$ cat src/nps_pkg.sv
// ============================================================================
// nps_pkg: shared types and constants for the priority scheduler
// Job and result transaction layouts, queue sizing and scheduler states.
// ============================================================================
package nps_pkg;

    // default table depth
    localparam int MAX_JOBS_DEF = 16;

    // field widths
    localparam int ARR_W  = 16;
    localparam int LEN_W  = 16;
    localparam int PRI_W  = 16;
    localparam int ID_W   = 5;
    localparam int TIME_W = 21;
    localparam int SUM_W  = 25;

    // job queue between front and back
    localparam int QDEPTH = 2;
    localparam int QPTR_W = 1;
    localparam int QCNT_W = 2;

    // one incoming job transaction
    typedef struct packed {
        logic [ARR_W-1:0]        arrival;
        logic [LEN_W-1:0]        burst;
        logic signed [PRI_W-1:0] prio;
        logic                    last_job;
    } job_in_t;

    // one stored table entry
    typedef struct packed {
        logic [ARR_W-1:0]        arr;
        logic [LEN_W-1:0]        len;
        logic signed [PRI_W-1:0] pri;
    } job_entry_t;

    // one result transaction
    typedef struct packed {
        logic [ID_W-1:0]   job_id;
        logic [TIME_W-1:0] finish_time;
        logic [TIME_W-1:0] wait_ticks;
        logic [TIME_W-1:0] turnaround_ticks;
        logic [SUM_W-1:0]  total_wait;
        logic [SUM_W-1:0]  total_turnaround;
        logic              final_result;
    } result_t;

    // back end sequencer states
    typedef enum logic [1:0] {
        ST_LOAD,
        ST_SCAN,
        ST_EMIT
    } sched_state_t;

endpackage

$ cat src/nonpreemptive_priority_scheduler.sv
// ============================================================================
// nonpreemptive_priority_scheduler: non-preemptive priority scheduling
// Loads a set of jobs, then emits one timing result per job in run order.
// ============================================================================
// Usage:
//   Job channel: a job transaction (arrival, burst, prio, last_job) is taken
//   when start is high and busy is low. Jobs pass a two-entry queue and are
//   written to the job table at one per cycle while no schedule runs. A job
//   beyond MAX_JOBS is dropped; last_job still starts the schedule.
//   Result channel: strobe is high for one cycle per result; the receiver
//   must take it then. The final result of a set carries the wait and
//   turnaround totals and final_result; other results carry zero totals.
//   Schedule: a round scans the n stored entries through the registered
//   table read, then runs the pick in the emit state. A round with no
//   arrived job rescans after the clock jump to the earliest pending arrival;
//   the clock starts at zero, so the first round jumps unless a job arrives
//   at zero. During a schedule the queue fills and busy holds further jobs
//   off.
//   Reset: clears queue, job count, done flags, clock and sums, not the table.
// ============================================================================
module nonpreemptive_priority_scheduler #(
    parameter int MAX_JOBS = nps_pkg::MAX_JOBS_DEF
) (
    input  logic              clk,
    input  logic              rst_n,
    input  logic              start,
    input  nps_pkg::job_in_t  job,
    output logic              busy,
    output logic              strobe,
    output nps_pkg::result_t  result
);

    logic             q_valid;
    logic             q_pop;
    nps_pkg::job_in_t q_data;

    // intake and queue
    nps_front u_front (
        .clk     (clk),
        .rst_n   (rst_n),
        .start   (start),
        .job     (job),
        .busy    (busy),
        .q_valid (q_valid),
        .q_data  (q_data),
        .q_pop   (q_pop)
    );

    // table and scheduling engine
    nps_sched #(
        .MAX_JOBS (MAX_JOBS)
    ) u_sched (
        .clk     (clk),
        .rst_n   (rst_n),
        .q_valid (q_valid),
        .q_data  (q_data),
        .q_pop   (q_pop),
        .strobe  (strobe),
        .result  (result)
    );

endmodule

$ cat src/nps_front.sv
// ============================================================================
// nps_front: job intake and queue
// Accepts job transactions and holds them in a short queue for the back end.
// ============================================================================
module nps_front (
    input  logic              clk,
    input  logic              rst_n,
    input  logic              start,
    input  nps_pkg::job_in_t  job,
    output logic              busy,
    output logic              q_valid,
    output nps_pkg::job_in_t  q_data,
    input  logic              q_pop
);

    nps_pkg::job_in_t                q_mem [nps_pkg::QDEPTH];
    logic [nps_pkg::QPTR_W-1:0]      wr_ptr_reg, wr_ptr_next;
    logic [nps_pkg::QPTR_W-1:0]      rd_ptr_reg, rd_ptr_next;
    logic [nps_pkg::QCNT_W-1:0]      q_cnt_reg, q_cnt_next;
    logic                            push;
    logic                            pop;

    // handshake
    assign busy    = (q_cnt_reg == nps_pkg::QCNT_W'(nps_pkg::QDEPTH));
    assign push    = start && !busy;
    assign q_valid = (q_cnt_reg != '0);
    assign pop     = q_pop && q_valid;
    assign q_data  = q_mem[rd_ptr_reg];

    // pointer and fill count update
    always_comb
    begin
        wr_ptr_next = push ? wr_ptr_reg + nps_pkg::QPTR_W'(1) : wr_ptr_reg;
        rd_ptr_next = pop  ? rd_ptr_reg + nps_pkg::QPTR_W'(1) : rd_ptr_reg;
        q_cnt_next  = q_cnt_reg;
        if (push && !pop)
        begin
            q_cnt_next = q_cnt_reg + nps_pkg::QCNT_W'(1);
        end
        else if (pop && !push)
        begin
            q_cnt_next = q_cnt_reg - nps_pkg::QCNT_W'(1);
        end
    end

    always_ff @(posedge clk or negedge rst_n)
    begin
        if (!rst_n)
        begin
            wr_ptr_reg <= '0;
            rd_ptr_reg <= '0;
            q_cnt_reg  <= '0;
        end
        else
        begin
            wr_ptr_reg <= wr_ptr_next;
            rd_ptr_reg <= rd_ptr_next;
            q_cnt_reg  <= q_cnt_next;
        end
    end

    // queue storage
    always_ff @(posedge clk)
    begin
        if (push)
        begin
            q_mem[wr_ptr_reg] <= job;
        end
    end

endmodule

$ cat src/nps_sched.sv
// ============================================================================
// nps_sched: job table and scheduling engine
// Stores queued jobs, then per round scans the table for the best ready job,
// runs it and emits its times.
// ============================================================================
module nps_sched #(
    parameter int MAX_JOBS = nps_pkg::MAX_JOBS_DEF
) (
    input  logic              clk,
    input  logic              rst_n,
    input  logic              q_valid,
    input  nps_pkg::job_in_t  q_data,
    output logic              q_pop,
    output logic              strobe,
    output nps_pkg::result_t  result
);

    localparam int IDX_W = (MAX_JOBS > 1) ? $clog2(MAX_JOBS) : 1;
    localparam int CNT_W = $clog2(MAX_JOBS + 1);
    localparam int CLK_W = nps_pkg::ARR_W + CNT_W;
    localparam int SUM_W = nps_pkg::SUM_W;

    // job table
    nps_pkg::job_entry_t mem [MAX_JOBS];
    nps_pkg::job_entry_t rd_data_reg;
    nps_pkg::job_entry_t wr_data;
    logic                wr_en;
    logic [IDX_W-1:0]    wr_addr;
    logic [IDX_W-1:0]    rd_addr;

    nps_pkg::sched_state_t state_reg, state_next;

    logic [CNT_W-1:0]          cnt_reg, cnt_next;
    logic [CNT_W-1:0]          round_reg, round_next;
    logic [CNT_W-1:0]          idx_reg, idx_next;
    logic                      rd_vld_reg, rd_vld_next;
    logic [IDX_W-1:0]          rd_idx_reg, rd_idx_next;
    logic [MAX_JOBS-1:0]       done_reg, done_next;
    logic [CLK_W-1:0]          clk_reg, clk_next;
    logic [nps_pkg::ARR_W-1:0] min_arr_reg, min_arr_next;
    logic                      min_found_reg, min_found_next;
    logic                      best_found_reg, best_found_next;
    logic [IDX_W-1:0]          best_idx_reg, best_idx_next;
    logic [nps_pkg::ARR_W-1:0] best_arr_reg, best_arr_next;
    logic [nps_pkg::LEN_W-1:0] best_len_reg, best_len_next;
    logic signed [nps_pkg::PRI_W-1:0] best_pri_reg, best_pri_next;
    logic [CLK_W-1:0]          wt_reg, wt_next;
    logic [SUM_W-1:0]          wsum_reg, wsum_next;
    logic [SUM_W-1:0]          tsum_reg, tsum_next;
    logic                      strobe_reg, strobe_next;
    nps_pkg::result_t          result_reg, result_next;

    // scan and emit helpers
    logic             pending;
    logic             in_time;
    logic             better;
    logic             scan_end;
    logic [CLK_W-1:0] fin;
    logic [CLK_W-1:0] ta;
    logic [SUM_W-1:0] wsum_add;
    logic [SUM_W-1:0] tsum_add;
    logic [CNT_W-1:0] round_inc;
    logic             last_round;

    assign rd_addr = idx_reg[IDX_W-1:0];
    assign wr_addr = cnt_reg[IDX_W-1:0];
    assign wr_data = '{arr: q_data.arrival, len: q_data.burst, pri: q_data.prio};
    assign q_pop   = (state_reg == nps_pkg::ST_LOAD) && q_valid;
    assign wr_en   = q_pop && (cnt_reg < CNT_W'(MAX_JOBS));

    // candidate compare for the entry coming out of the table
    assign pending  = !done_reg[rd_idx_reg];
    assign in_time  = CLK_W'(rd_data_reg.arr) <= clk_reg;
    assign better   = !best_found_reg || (rd_data_reg.pri > best_pri_reg) ||
                      ((rd_data_reg.pri == best_pri_reg) && (rd_data_reg.arr < best_arr_reg));
    assign scan_end = (idx_reg == cnt_reg) && !rd_vld_reg;

    // run the chosen job
    assign fin        = clk_reg + CLK_W'(best_len_reg);
    assign ta         = wt_reg + CLK_W'(best_len_reg);
    assign wsum_add   = wsum_reg + SUM_W'(wt_reg);
    assign tsum_add   = tsum_reg + SUM_W'(ta);
    assign round_inc  = round_reg + CNT_W'(1);
    assign last_round = (round_inc == cnt_reg);

    // sequencer
    always_comb
    begin
        state_next      = state_reg;
        cnt_next        = cnt_reg;
        round_next      = round_reg;
        idx_next        = idx_reg;
        rd_vld_next     = 1'b0;
        rd_idx_next     = rd_idx_reg;
        done_next       = done_reg;
        clk_next        = clk_reg;
        min_arr_next    = min_arr_reg;
        min_found_next  = min_found_reg;
        best_found_next = best_found_reg;
        best_idx_next   = best_idx_reg;
        best_arr_next   = best_arr_reg;
        best_len_next   = best_len_reg;
        best_pri_next   = best_pri_reg;
        wt_next         = wt_reg;
        wsum_next       = wsum_reg;
        tsum_next       = tsum_reg;
        strobe_next     = 1'b0;
        result_next     = result_reg;

        case (state_reg)
            nps_pkg::ST_LOAD:
            begin
                if (q_pop)
                begin
                    if (wr_en)
                    begin
                        cnt_next = cnt_reg + CNT_W'(1);
                    end
                    // last job: start a schedule with the clock at zero,
                    // the idle jump moves it to the earliest arrival
                    if (q_data.last_job)
                    begin
                        state_next      = nps_pkg::ST_SCAN;
                        round_next      = '0;
                        done_next       = '0;
                        clk_next        = '0;
                        wsum_next       = '0;
                        tsum_next       = '0;
                        idx_next        = '0;
                        min_found_next  = 1'b0;
                        best_found_next = 1'b0;
                    end
                end
            end

            nps_pkg::ST_SCAN:
            begin
                // issue reads
                if (idx_reg != cnt_reg)
                begin
                    idx_next    = idx_reg + CNT_W'(1);
                    rd_vld_next = 1'b1;
                    rd_idx_next = idx_reg[IDX_W-1:0];
                end
                // evaluate returned entry
                if (rd_vld_reg && pending)
                begin
                    if (!min_found_reg || (rd_data_reg.arr < min_arr_reg))
                    begin
                        min_arr_next   = rd_data_reg.arr;
                        min_found_next = 1'b1;
                    end
                    if (in_time && better)
                    begin
                        best_found_next = 1'b1;
                        best_idx_next   = rd_idx_reg;
                        best_arr_next   = rd_data_reg.arr;
                        best_len_next   = rd_data_reg.len;
                        best_pri_next   = rd_data_reg.pri;
                    end
                end
                if (scan_end)
                begin
                    if (best_found_reg)
                    begin
                        wt_next    = clk_reg - CLK_W'(best_arr_reg);
                        state_next = nps_pkg::ST_EMIT;
                    end
                    else
                    begin
                        // idle: jump to earliest pending arrival and rescan
                        clk_next        = CLK_W'(min_arr_reg);
                        idx_next        = '0;
                        min_found_next  = 1'b0;
                        best_found_next = 1'b0;
                    end
                end
            end

            nps_pkg::ST_EMIT:
            begin
                clk_next                 = fin;
                done_next[best_idx_reg]  = 1'b1;
                wsum_next                = wsum_add;
                tsum_next                = tsum_add;
                round_next               = round_inc;
                strobe_next              = 1'b1;
                result_next.job_id       = nps_pkg::ID_W'({1'b0, best_idx_reg} +
                                                          (IDX_W + 1)'(1));
                result_next.finish_time      = nps_pkg::TIME_W'(fin);
                result_next.wait_ticks       = nps_pkg::TIME_W'(wt_reg);
                result_next.turnaround_ticks = nps_pkg::TIME_W'(ta);
                result_next.total_wait       = last_round ? wsum_add : '0;
                result_next.total_turnaround = last_round ? tsum_add : '0;
                result_next.final_result     = last_round;
                idx_next        = '0;
                min_found_next  = 1'b0;
                best_found_next = 1'b0;
                if (last_round)
                begin
                    state_next = nps_pkg::ST_LOAD;
                    cnt_next   = '0;
                    done_next  = '0;
                end
                else
                begin
                    state_next = nps_pkg::ST_SCAN;
                end
            end

            default:
            begin
                state_next = nps_pkg::ST_LOAD;
            end
        endcase
    end

    // control state
    always_ff @(posedge clk or negedge rst_n)
    begin
        if (!rst_n)
        begin
            state_reg      <= nps_pkg::ST_LOAD;
            cnt_reg        <= '0;
            round_reg      <= '0;
            idx_reg        <= '0;
            rd_vld_reg     <= 1'b0;
            done_reg       <= '0;
            clk_reg        <= '0;
            min_found_reg  <= 1'b0;
            best_found_reg <= 1'b0;
            wsum_reg       <= '0;
            tsum_reg       <= '0;
            strobe_reg     <= 1'b0;
        end
        else
        begin
            state_reg      <= state_next;
            cnt_reg        <= cnt_next;
            round_reg      <= round_next;
            idx_reg        <= idx_next;
            rd_vld_reg     <= rd_vld_next;
            done_reg       <= done_next;
            clk_reg        <= clk_next;
            min_found_reg  <= min_found_next;
            best_found_reg <= best_found_next;
            wsum_reg       <= wsum_next;
            tsum_reg       <= tsum_next;
            strobe_reg     <= strobe_next;
        end
    end

    // payload registers
    always_ff @(posedge clk)
    begin
        rd_idx_reg   <= rd_idx_next;
        min_arr_reg  <= min_arr_next;
        best_idx_reg <= best_idx_next;
        best_arr_reg <= best_arr_next;
        best_len_reg <= best_len_next;
        best_pri_reg <= best_pri_next;
        wt_reg       <= wt_next;
        result_reg   <= result_next;
    end

    // table write and registered read
    always_ff @(posedge clk)
    begin
        if (wr_en)
        begin
            mem[wr_addr] <= wr_data;
        end
        rd_data_reg <= mem[rd_addr];
    end

    assign strobe = strobe_reg;
    assign result = result_reg;

    // checks
    a_strobe_after_emit: assert property (@(posedge clk) disable iff (!rst_n)
        strobe_reg |-> $past(state_reg == nps_pkg::ST_EMIT))
        else $error("result strobe without a run cycle");

    a_final_clears_set: assert property (@(posedge clk) disable iff (!rst_n)
        (strobe_reg && result_reg.final_result) |->
            (state_reg == nps_pkg::ST_LOAD && cnt_reg == '0 && done_reg == '0))
        else $error("job set not cleared after final result");

    a_read_in_scan: assert property (@(posedge clk) disable iff (!rst_n)
        rd_vld_reg |-> (state_reg == nps_pkg::ST_SCAN))
        else $error("table read returned outside a scan");

    a_round_bound: assert property (@(posedge clk) disable iff (!rst_n)
        (state_reg == nps_pkg::ST_SCAN) |-> (round_reg < cnt_reg))
        else $error("round count ran past job count");

    a_pick_undone: assert property (@(posedge clk) disable iff (!rst_n)
        (state_reg == nps_pkg::ST_EMIT) |-> !done_reg[best_idx_reg])
        else $error("picked a job that already ran");

endmodule
$ cat config.mk
export PLATFORM = sky130hd
export DESIGN_NAME = nonpreemptive_priority_scheduler
export DESIGN_NICKNAME = d
export VERILOG_FILES = /design/src/nps_pkg.sv /design/src/nonpreemptive_priority_scheduler.sv /design/src/nps_front.sv /design/src/nps_sched.sv
export SDC_FILE = /design/constraint.sdc
export NUM_CORES = 1
export LEC_CHECK = 0
export ABC_AREA = 0
export BUFFER_PORTS_ARGS = -buffer_cell sky130_fd_sc_hd__clkbuf_2
export CAP_MARGIN = 20
export CORE_MARGIN = 2
export CORE_UTILIZATION = 45
export DETAILED_ROUTE_END_ITERATION = 8
export PLACE_DENSITY_LB_ADDON = 0.2
export SYNTH_ARGS = -nofsm -noshare
export SYNTH_HDL_FRONTEND = slang
export SYNTH_SLANG_ARGS = --single-unit
$ cat constraint.sdc
create_clock -name clk -period 6.1 [get_ports clk]
set_input_delay 0.305 -clock clk [delete_from_list [all_inputs] [get_ports clk]]
set_output_delay 0.305 -clock clk [all_outputs]
set_load 0.02 [all_outputs]
==> flow_metrics.py <==
metrics = {
    "sta": {
        "clock_skew_ns": 0.0270,
        "min_period_over_period": 0.824,
        "worstMarginPinSlew_ns": 1.11,
        "slew_violations": 0,
        "hold_viol": 0,
        "rsz0062_at_grt": "no",
        "max_slew_margin": 0.262,
        "fin_crit_ns": 5.02,
        "clock.fmax_mhz": 199,
        "setup_violations": 0,
        "tns_ns": 0,
    },
    "yosys": {
        "synthTopCellsByArea": "edfxtp_1 64%, mux4_2 11%, dfrtp_1 5.5%, ha_1 4.1%, dfxtp_1 1.9%",
        "syn_area_mm2": 0.0509,
        "syn_inst": 2890,
        "yosysSeqAreaShare": 0.710,
        "synth_top_family_by_area": "multiplexers",
        "synth-compound-area-share": 0.0522,
        "synthSimpleGateAreaFrac": 0.0385,
        "synth_enable_flop_cells": 1078,
        "syn_avg_cell_area_um2": 17.6,
        "synthAdderAreaFrac": 0.0430,
        "synth-seq-cells": 1238,
        "synth_nets": 3114,
        "synth_top_flop_cell": "edfxtp_1",
        "yosys-top-cells-count": "1,078 x edfxtp_1, 241 x mux4_2, 167 x ha_1",
        "yosysTopAreaCell": "edfxtp_1",
        "yosysMostFrequentCell": "edfxtp_1",
        "synth-async-reset-ratio": 0.0905,
        "synth_xor_xnor_area_share": 0.0198,
        "synth_warnings": 0,
        "netlist.area_leader.share": 0.636,
        "synthDistinctLibCells": 75,
        "synth.mux.area_fraction": 0.121,
    },
    "clock_tree": {
        "clockBufferDepth": 3,
        "cts_root_buf": "clkbuf_16",
        "cts_max_level": 4,
        "cts_resized": 0,
        "worstSkewPairLatency_ns": 0.75,
        "path_clk_slew_ns": 0.06,
        "cts-buffers-inserted": 134,
        "clkSinkCount": 1238,
        "cts_tree": "yes",
    },
    "floorplan": {
        "core_mm2": 0.112,
        "dieArea_mm2": 0.116,
        "start_util": 0.453,
        "fp.dieH_um": 340,
        "die_w_um": 340,
        "io_pins": 173,
        "rows": 123,
    },
    "final_layout": {
        "num-fill-cells": 9006,
        "drive_above_1_share": 0.226,
        "stdcell_area_mm2": 0.0587,
        "largest_reg_flops": 768,
        "fin_util": 0.522,
        "fin_nets": 3416,
        "syn2layout_area_growth_pct": 15.2,
    },
    "placement": {
        "io_buffers": 172,
        "hpwl_mm": 71.5,
        "globalplace.congestion": 0.889,
        "dpl_cell_area_mm2": 0.0538,
    },
    "worst_hold_path": {
        "worstHoldPathType": "input pin to async pin",
    },
    "drt": {
        "num_vias": 26900,
        "routed_via_density": 5.60,
        "ant_nets": 0,
        "wirelength_mm": 118,
        "drt_iter0_markers": 2071,
        "drt_pass1_iterations": 5,
        "wl_per_cell_um": 24.5,
        "drc": 0,
    },
    "critical_path": {
        "regToRegSetupSlack_ns": 1.08,
        "path_max_fanout": 5,
        "end_kind": "flip-flop",
        "reg2reg_to": "u_sched.result[23]$_SDFFCE_PN0P_",
        "rr_startpoint": "u_sched.wt_reg[0]$_DFFE_PP_",
        "crit_required_ns": 6.56,
        "path_class": "flip-flop to flip-flop",
        "reg2reg_depth": 18,
        "start_kind": "flip-flop",
        "worstPathArrival_ns": 5.49,
    },
    "power": {
        "p_leak_nw": 20.6,
        "max-vdd-ir-drop_uv": 290,
        "pwr_density_cell_mw_per_mm2": 453,
    },
    "global_routing": {
        "grt_usage": 0.205,
        "antenna_found_initial": 2,
        "first_global_vias": 27900,
        "grt_pass1_wl_mm": 176,
        "grt_overflow_total": 0,
        "grt_max_degree": 97,
    },
    "outcome": {
        "status": "completed",
    },
    "flow_run": {
        "maxCapViolCount": 0,
    },
}
==> layer usage <==
layer,routed length [um],GRT usage
met1,47900,0.263
met2,61500,0.359
met3,5610,0.0299
met4,2990,0.0656
met5,0,0
==> kinds of logic (layout without fill, tap and decap cells) <==
family                   after synthesis  count (layout)
AO/OA/AOI/OAI                        418             418
flip-flops                          1238            1238
adder cells (fa/ha/maj)              172             172
other                                  0               4
XOR/XNOR                             115             115
AND/OR/NAND/NOR                      432             432
multiplexers                         300             300
buffers and inverters                215             629
==> critical path: stages, from the launching register on <==
cell,delay [ns]
edfxtp_1,0.43
ha_1,0.26
inv_1,0.08
fa_1,0.21
nor2b_1,0.07
o21ai_1,0.18
a21oi_1,0.14
a41o_1,0.27
o41ai_1,0.67
o21bai_1,0.13
a21oi_1,0.22
xnor2_1,0.11
ha_1,0.38
nand3_1,0.11
o311ai_0,0.74
a311o_1,0.37
nand3_1,0.15
xor2_1,0.17
nor2_1,0.06
==> worst max-delay path by stage <==
stage,slack [ns],start,cells past startpoint,to
finish,1.08,u_sched.wt_reg[0]$_DFFE_PP_,18,u_sched.result[23]$_SDFFCE_PN0P_
global route,0.79,u_sched.wt_reg[0]$_DFFE_PP_,20,u_sched.result[24]$_SDFFCE_PN0P_
detailed placement,1.19,u_sched.wt_reg[0]$_DFFE_PP_,18,u_sched.result[23]$_SDFFCE_PN0P_
floorplan,0.72,u_sched.clk_reg[1]$_DFFE_PN0P_,10,u_sched.best_arr_reg[0]$_DFFE_PP_
global placement,1.32,u_sched.wt_reg[0]$_DFFE_PP_,19,u_sched.tsum_reg[23]$_DFFE_PN0P_
CTS,1.14,u_sched.wt_reg[0]$_DFFE_PP_,18,u_sched.result[23]$_SDFFCE_PN0P_
==> stage by stage <==
stage	hold WS, ns	worst slack [ns]	cells	power, W
floorplan	0.00941	0.723	2890	0.0165
global placement	0.386	1.32	4504	0.0187
detailed placement	0.390	1.19	4505	0.0189
CTS	0.123	1.14	4804	0.0269
global route	0.172	0.789	4804	0.0278
finish	0.152	1.08	4808	0.0266
==> cell type report <==
cell class                      instances  area [um2]  share of cell area
Antenna cell                            4        10.0            0.000171
Clock buffer                          182        3650              0.0623
Clock inverter                         66         648              0.0110
Inverter                              112         420             0.00717
Multi-Input combinational cell       1437       14100               0.241
Sequential cell                      1238       36100               0.616
Tap cell                             1500        1880              0.0320
Timing Repair Buffer                  269        1760              0.0300
==> repair_timing <==
item,4_1_cts,5_1_grt
hold buffers,51,0
hold endpoints to repair,144,0
buffers inserted,0,0
==> power breakdown <==
part | leakage, nW | internal, W | total, W | switching (W)
combinational | 6.84 | 0.00288 | 0.00716 | 0.00428
clock | 2.12 | 0.00455 | 0.00787 | 0.00332
sequential | 11.7 | 0.0109 | 0.0115 | 0.000642
total | 20.6 | 0.0183 | 0.0266 | 0.00824
==> layout by cell type, fill, tap and decap left out, types with 13 or more instances in the layout <==
| cell | instances |
|---|---|
| o21ai_0 | 103 |
| nand4_1 | 13 |
| clkbuf_1 | 37 |
| o21a_1 | 18 |
| and3_1 | 13 |
| o21bai_1 | 14 |
| ha_1 | 166 |
| mux2_2 | 49 |
| a21oi_1 | 115 |
| nor2_4 | 13 |
| buf_4 | 43 |
| xor2_1 | 49 |
| dfxtp_1 | 48 |
| clkinv_1 | 14 |
| clkinv_2 | 27 |
| inv_1 | 111 |
| clkbuf_2 | 171 |
| nor2_1 | 142 |
| clkbuf_16 | 135 |
| nand2b_1 | 14 |
| a21o_1 | 42 |
| mux4_2 | 241 |
| edfxtp_1 | 1078 |
| dfrtp_1 | 107 |
| a31oi_1 | 15 |
| nand3_1 | 37 |
| o31ai_1 | 16 |
| nor3_1 | 18 |
| xnor2_1 | 66 |
| nand2_1 | 126 |
| dlygate4sd3_1 | 51 |
| a211oi_1 | 13 |
(Power assumes the default switching activity.)
